===== config.mk =====
export PLATFORM = sky130hd
export DESIGN_NAME = imu_jump_detector_unit
export DESIGN_NICKNAME = d
export VERILOG_FILES = /design/src/rtl/ijd_pkg.sv /design/src/rtl/imu_jump_detector_unit.sv /design/src/rtl/ijd_cfg_regs.sv /design/src/rtl/ijd_core.sv
export SDC_FILE = /design/constraint.sdc
export NUM_CORES = 2
export LEC_CHECK = 0
export ABC_CLOCK_PERIOD_IN_PS = 19050
export BUFFER_PORTS_ARGS = -buffer_cell sky130_fd_sc_hd__buf_2
export CAP_MARGIN = 20
export CORE_ASPECT_RATIO = 1.5
export CORE_MARGIN = 3
export CORE_UTILIZATION = 55
export DETAILED_ROUTE_END_ITERATION = 6
export PLACE_DENSITY = 0.78
export SKIP_CTS_REPAIR_TIMING = 1
export SLEW_MARGIN = 40
export SYNTH_ARGS = -nofsm -noshare
export SYNTH_HDL_FRONTEND = slang
export SYNTH_SLANG_ARGS = --single-unit

===== constraint.sdc =====
create_clock -name clk -period 19.05 [get_ports clk]
set_input_delay 0 -clock clk [delete_from_list [all_inputs] [get_ports clk]]
set_output_delay 0 -clock clk [all_outputs]
set_load 0.02 [all_outputs]

===== src/rtl/ijd_pkg.sv =====
`timescale 1ns / 1ps

package ijd_pkg;

	// Raw sample and fixed-point baseline formats
	localparam int SMP_W     = 16;
	localparam int FRAC_W    = 17;
	localparam int BASE_W    = SMP_W + FRAC_W;   // signed 16.17
	localparam int THR_W     = 34;
	localparam int SHIFT_W   = 5;
	localparam int HOLD_W    = 4;

	localparam int MAX_AXES  = 3;
	localparam int AXES_DEF  = 3;
	localparam int NUM_SENSORS = 2;

	// Samples skipped after a jump (0..15)
	localparam int HOLDOFF_ITEMS = 5;

	// Smoothing shift limits
	localparam int SHIFT_MIN = 1;
	localparam int SHIFT_MAX = 24;

	// Register reset values
	localparam logic [THR_W-1:0]   ACCEL_THR_RST = THR_W'(150994944);
	localparam logic [THR_W-1:0]   GYRO_THR_RST  = THR_W'(352450);
	localparam logic [SHIFT_W-1:0] SHIFT_RST     = SHIFT_W'(17);

	typedef logic signed [SMP_W-1:0]  smp_t;
	typedef logic signed [BASE_W-1:0] base_t;
	typedef logic [THR_W-1:0]         thr_t;   // also squared distance
	typedef logic [SHIFT_W-1:0]       shift_t;
	typedef logic [HOLD_W-1:0]        hold_t;

	// Register indexes on the config port
	typedef enum logic [1:0] {
		CFG_ACCEL_THR = 2'd0,
		CFG_GYRO_THR  = 2'd1,
		CFG_SHIFT     = 2'd2
	} cfg_idx_t;

	// Result status codes
	typedef enum logic [1:0] {
		ST_SEED  = 2'd0,
		ST_HOLD  = 2'd1,
		ST_QUIET = 2'd2,
		ST_JUMP  = 2'd3
	} status_t;

	// Register set as seen by the datapath (shift already clamped)
	typedef struct packed {
		thr_t   accel_thr;
		thr_t   gyro_thr;
		shift_t shift;
	} cfg_t;

endpackage


===== src/rtl/imu_jump_detector_unit.sv =====
`timescale 1ns / 1ps

// IMU jump detector.
// Input channel (in_valid/in_ready): one three-axis sample per item, op
// selects accelerometer (0) or gyroscope (1). Output channel
// (out_valid/out_ready): one result item per input item, jump and status.
// Config channel (cfg_valid/cfg_ready): cfg_index picks accel threshold,
// gyro threshold or smoothing shift; always ready, write only while idle.
// Items go through the input and result registers. One item per cycle
// while out_ready is high; the per-sensor baseline and the shared
// hold-off counter are read and updated in the same cycle, so a sample
// in the input register always sees what the previous one left behind.
// Datapath: three 17x17 squares, a 34-bit sum and compare, one barrel
// shift and add per axis, all between the input and result registers.
// Reset clears baselines, arms the first-sample flag, zeroes hold-off and
// loads the default registers. When out_ready is low the result register
// holds; one more item is taken into the input register, then in_ready
// drops until the result is taken.
module imu_jump_detector_unit #(
	parameter int AXES = ijd_pkg::AXES_DEF
) (
	input  logic                      clk,
	input  logic                      arst_n,
	// input items
	input  logic                      in_valid,
	output logic                      in_ready,
	input  logic                      op,
	input  logic signed [15:0]        sample_x,
	input  logic signed [15:0]        sample_y,
	input  logic signed [15:0]        sample_z,
	// result items
	output logic                      out_valid,
	input  logic                      out_ready,
	output logic                      jump,
	output logic [1:0]                status,
	// register writes
	input  logic                      cfg_valid,
	output logic                      cfg_ready,
	input  logic [1:0]                cfg_index,
	input  logic [ijd_pkg::THR_W-1:0] cfg_data
);
	import ijd_pkg::*;

	// input register
	logic  valid_s1;
	logic  op_s1;
	smp_t  smp_s1 [MAX_AXES];

	// result register
	logic    jump_q;
	status_t status_q;

	cfg_t    cfg;
	logic    advance;
	logic    core_jump;
	status_t core_status;

	assign cfg_ready = 1'b1;

	ijd_cfg_regs u_cfg (
		.clk      (clk),
		.arst_n   (arst_n),
		.wr_en    (cfg_valid),
		.wr_index (cfg_index),
		.wr_data  (cfg_data),
		.cfg      (cfg)
	);

	// the input register moves on when the result register is free
	assign advance  = valid_s1 && (!out_valid || out_ready);
	assign in_ready = !valid_s1 || advance;

	always_ff @(posedge clk or negedge arst_n) begin
		if (!arst_n) begin
			valid_s1 <= 1'b0;
		end else if (in_valid && in_ready) begin
			valid_s1 <= 1'b1;
		end else if (advance) begin
			valid_s1 <= 1'b0;
		end
	end

	// payload, no reset needed
	always_ff @(posedge clk) begin
		if (in_valid && in_ready) begin
			op_s1     <= op;
			smp_s1[0] <= sample_x;
			smp_s1[1] <= sample_y;
			smp_s1[2] <= sample_z;
		end
	end

	ijd_core #(
		.AXES (AXES)
	) u_core (
		.clk    (clk),
		.arst_n (arst_n),
		.step   (advance),
		.op     (op_s1),
		.sample (smp_s1),
		.cfg    (cfg),
		.jump   (core_jump),
		.status (core_status)
	);

	always_ff @(posedge clk or negedge arst_n) begin
		if (!arst_n) begin
			out_valid <= 1'b0;
		end else if (advance) begin
			out_valid <= 1'b1;
		end else if (out_ready) begin
			out_valid <= 1'b0;
		end
	end

	always_ff @(posedge clk) begin
		if (advance) begin
			jump_q   <= core_jump;
			status_q <= core_status;
		end
	end

	assign jump   = jump_q;
	assign status = status_q;

endmodule


===== src/rtl/ijd_cfg_regs.sv =====
`timescale 1ns / 1ps

module ijd_cfg_regs (
	input  logic                  clk,
	input  logic                  arst_n,
	input  logic                  wr_en,
	input  logic [1:0]            wr_index,
	input  logic [ijd_pkg::THR_W-1:0] wr_data,
	output ijd_pkg::cfg_t         cfg
);
	import ijd_pkg::*;

	thr_t   accel_thr_q;
	thr_t   gyro_thr_q;
	shift_t shift_q;

	always_ff @(posedge clk or negedge arst_n) begin
		if (!arst_n) begin
			accel_thr_q <= ACCEL_THR_RST;
			gyro_thr_q  <= GYRO_THR_RST;
			shift_q     <= SHIFT_RST;
		end else if (wr_en) begin
			unique case (wr_index)
				CFG_ACCEL_THR: accel_thr_q <= wr_data;
				CFG_GYRO_THR:  gyro_thr_q  <= wr_data;
				CFG_SHIFT:     shift_q     <= wr_data[SHIFT_W-1:0];
				default: ;     // unmapped index, write dropped
			endcase
		end
	end

	// clamp shift into its legal range
	always_comb begin
		cfg.accel_thr = accel_thr_q;
		cfg.gyro_thr  = gyro_thr_q;
		if (shift_q < SHIFT_W'(SHIFT_MIN))
			cfg.shift = SHIFT_W'(SHIFT_MIN);
		else if (shift_q > SHIFT_W'(SHIFT_MAX))
			cfg.shift = SHIFT_W'(SHIFT_MAX);
		else
			cfg.shift = shift_q;
	end

endmodule


===== src/rtl/ijd_core.sv =====
`timescale 1ns / 1ps

module ijd_core #(
	parameter int AXES = ijd_pkg::AXES_DEF
) (
	input  logic             clk,
	input  logic             arst_n,
	input  logic             step,
	input  logic             op,
	input  ijd_pkg::smp_t    sample [ijd_pkg::MAX_AXES],
	input  ijd_pkg::cfg_t    cfg,
	output logic             jump,
	output ijd_pkg::status_t status
);
	import ijd_pkg::*;

	localparam hold_t HOLD_INIT = hold_t'(HOLDOFF_ITEMS);

	// baselines: index 0 accelerometer, 1 gyroscope
	base_t base_q [NUM_SENSORS][AXES];
	logic  first_q;
	hold_t hold_q;

	thr_t  sq      [AXES];
	base_t seed    [AXES];
	base_t nb      [AXES];
	thr_t  sq_sum;
	thr_t  thr;

	for (genvar i = 0; i < AXES; i++) begin : g_axis
		base_t                   cur;
		logic signed [SMP_W:0]   d;
		logic signed [2*SMP_W+1:0] prod;
		logic signed [BASE_W:0]  diff;
		logic signed [BASE_W:0]  delta;

		assign cur  = base_q[op][i];
		// distance to the integer part of the baseline (floor)
		assign d    = {sample[i][SMP_W-1], sample[i]} - {cur[BASE_W-1], cur[BASE_W-1:FRAC_W]};
		assign prod = d * d;
		assign sq[i] = {2'b00, prod[2*SMP_W-1:0]};
		// moving average update, arithmetic shift gives floor
		assign seed[i]  = {sample[i], {FRAC_W{1'b0}}};
		assign diff     = {seed[i][BASE_W-1], seed[i]} - {cur[BASE_W-1], cur};
		assign delta    = diff >>> cfg.shift;
		assign nb[i]    = cur + delta[BASE_W-1:0];
	end

	always_comb begin
		sq_sum = '0;
		for (int i = 0; i < AXES; i++)
			sq_sum = sq_sum + sq[i];
	end

	assign thr = op ? cfg.gyro_thr : cfg.accel_thr;

	always_comb begin
		priority if (first_q)
			status = ST_SEED;
		else if (hold_q != '0)
			status = ST_HOLD;
		else if (sq_sum > thr)
			status = ST_JUMP;
		else
			status = ST_QUIET;
	end

	assign jump = (status == ST_JUMP);

	always_ff @(posedge clk or negedge arst_n) begin
		if (!arst_n) begin
			for (int s = 0; s < NUM_SENSORS; s++)
				for (int i = 0; i < AXES; i++)
					base_q[s][i] <= '0;
			first_q <= 1'b1;
			hold_q  <= '0;
		end else if (step) begin
			unique case (status)
				ST_SEED: begin
					first_q <= 1'b0;
					for (int i = 0; i < AXES; i++)
						base_q[op][i] <= seed[i];
				end
				ST_HOLD: begin
					hold_q <= hold_q - 1'b1;
				end
				ST_JUMP: begin
					hold_q <= HOLD_INIT;
				end
				ST_QUIET: begin
					for (int i = 0; i < AXES; i++)
						base_q[op][i] <= nb[i];
				end
				default: ;
			endcase
		end
	end

endmodule

==> impl_metrics.ini <==
[synthesis]
syn-num-nets = 8479
synth_cell_types = 105
yosys-top-cells-count = inv_1, nand2_1, fa_1
yosysMostFrequentCell = inv_1
synthArstFlopShare_pct = 84.2
netlist_top_cells_area = fa_1, dfrtp_1, ha_1, inv_1, nand2_1
ys_seq_area_share_pct = 14.0
netlist_instances = 7124
synth_largest_area_cell = fa_1
synth_edf_count = 52
yosysWarnings = 0
synth.avg_cell_area_um2 = 8.54
synth_ff_type = dfrtp_1
ys_ff_latch = 330
synth_area_um2 = 60900
synth_top_area_share_pct = 25.6

[timing]
worst_pin_slew_ns = 0.959
rsz0062_at_grt = no
finalCritPeriodShare_pct = 86.8
post-route-min-period_ns = 16.53
finalSetupTns_ns = 0
finClkSkew_ns = 0.0253
max_freq_mhz = 60.5
maxSlewHeadroom_pct = 35.6
slew_viol_final = 0
setup_viol = 0
hold_violations = 0

[clock_network]
clock_sinks = 330
numCtsBuffers = 39
clock_path_buffers = 3
clk_latency_ns = 0.61
cts_max_level = 2
clk_pin_slew_worst_paths_ns = 0.06
root_buffer = clkbuf_16
cts_tree = yes

[global_routing]
grt_max_degree = 104
grt_pass1_wl_mm = 293
first_global_vias = 54200
antenna_found_initial = 4
grt_use_total_pct = 32.4
overflow = 0

[place]
port_buffers = 94
dp_hpwl_mm = 148
place_area_um2 = 62900
place_congestion = 1.05

[worst_setup_path]
crit_slowest_cell = buf_4
slowest_delay_ns = 0.64
cp_top_family = compound AO/OA/AOI/OAI gates
crit_path_end_kind = flop
crit_buf_inv = 8
start_kind = flop
critPathArrivalTime_ns = 16.97
required_ns = 19.49
crit_type = reg -> reg
critPathMaxFanout = 56

[status]
violations = DRC
outcome = complete, but fails checks

[floorplan]
ios = 96
core_um2 = 109000
start_util_pct = 55.8
rows = 148
die_h_um = 413
die_area_um2 = 115000
fp.dieW_um = 278

[route]
drc_errors = 2
totalWireLength_mm = 187
dr.pass1.iters = 7
wl_per_cell_um = 21.7
vias = 52000
ant_nets = 0
drt_iter0_drc = 3602
viasPerCell = 6.04

[cells_and_area]
finalInstanceArea_um2 = 65100
finalCoreUtilization_pct = 59.7
area_growth_pct = 7.04
drive_gt1_share_pct = 7.38
nNetsFinal = 8506
final.fill_count = 9450

[flow_run]
max_cap_violations = 0

[hold_path]
holdCritPathClass = in -> async
per-stage QoR:
step	std cells	setup WS [ns]	hold slack (ns)
2_1_floorplan	7124	3.30	-0.296
3_3_place_gp	8444	2.81	0.0726
3_5_place_dp	8447	2.58	0.0875
4_1_cts	8518	2.50	-0.566
5_1_grt	8606	1.47	0.0237
6_report	8608	2.52	0.0371
sequential cells by signal, indices dropped and copies added (netlist names):
name,flops
status,2
u_core.base_q,198
u_cfg.gyro_thr_q,34
u_cfg.shift_q,5
out_valid,1
smp_s1,48
op_s1,1
u_core.first_q,1
jump,1
valid_s1,1
u_cfg.accel_thr_q,34
u_core.hold_q,4
layout make-up:
class	instances	area, µm²	share of cell area, %
sequential	330	8540	13.1
tap	1425	1780	2.74
clock buffer	49	1030	1.59
multi-input combinational	5318	46900	72.1
antenna	2	5.00	0.00768
timing repair buffer	270	2080	3.20
inverter	1192	4470	6.87
clock inverter	22	280	0.430
kinds of logic (layout without fill, tap and decap cells):
family | after synthesis | count (layout) | synth area share (%)
other | 1 | 3 | 0.00616
DFF | 330 | 330 | 14.0
xor gates and xnor gates | 381 | 381 | 5.50
muxes | 384 | 384 | 6.86
AOI/OAI and AO/OA | 1432 | 1432 | 15.5
adders and majority gates | 1265 | 1265 | 35.6
buffers and inverters | 1476 | 1533 | 9.16
and+or+nand+nor | 1855 | 1855 | 13.4
per-layer routing:
layer | GRT usage [%] | wire length, µm | vias to the layer above
met5 | 0 | 0 | -
met4 | 24.9 | 17700 | 0
met3 | 3.84 | 11300 | 780
met2 | 56.8 | 92000 | 2152
met1 | 36.0 | 65600 | 25500
li1 | - | - | 23600
cells in the final DEF (no fill, tap or decap), types with 21 or more instances in the layout:
master and instances:
a211o_1 26, a211oi_1 65, a21o_1 138, a21oi_1 386
a221oi_1 22, a31oi_1 49, and2_1 73, and3_1 36
buf_2 93, buf_4 80, clkbuf_16 39, dfrtp_1 264
dlygate4sd3_1 87, edfxtp_1 52, fa_1 776, ha_1 485
inv_1 1180, mux2_2 160, mux2i_1 212, nand2_1 819
nand2b_1 54, nand3_1 49, nand4_1 41, nor2_1 529
nor2b_1 27, nor3_1 93, o211ai_1 43, o21a_1 75
o21ai_0 293, o21bai_1 44, o221ai_1 21, o31ai_1 42
or3_1 31, xnor2_1 276, xor2_1 100
final timing paths:
check	endpoint	slack [ns]	startpoint	depth (start not counted)
min	u_core.base_q[117]	0.04	arst_n	2
min reg2reg	u_core.base_q[104]	0.48	u_core.base_q[104]	2
min in group clk	u_cfg.shift_q[3]	0.04	cfg_valid	3
max reg2reg	u_core.base_q[190]	2.52	op_s1	58
max	u_core.base_q[190]	2.52	op_s1	58
max in group asynchronous	u_core.base_q[92]	17.17	arst_n	5
worst register-to-register path, delay by kind of cell (launching register included):
kind | cells | cell delay (ns)
AOI/OAI and AO/OA | 23 | 5.58
xor gates and xnor gates | 3 | 0.93
adders and majority gates | 12 | 4.60
buffers and inverters | 8 | 2.09
DFF | 1 | 0.39
muxes | 1 | 0.24
and+or+nand+nor | 11 | 2.57
Power is not shown: default switching activity piles up to over one toggle a cycle in this logic, so the estimate is an artifact.
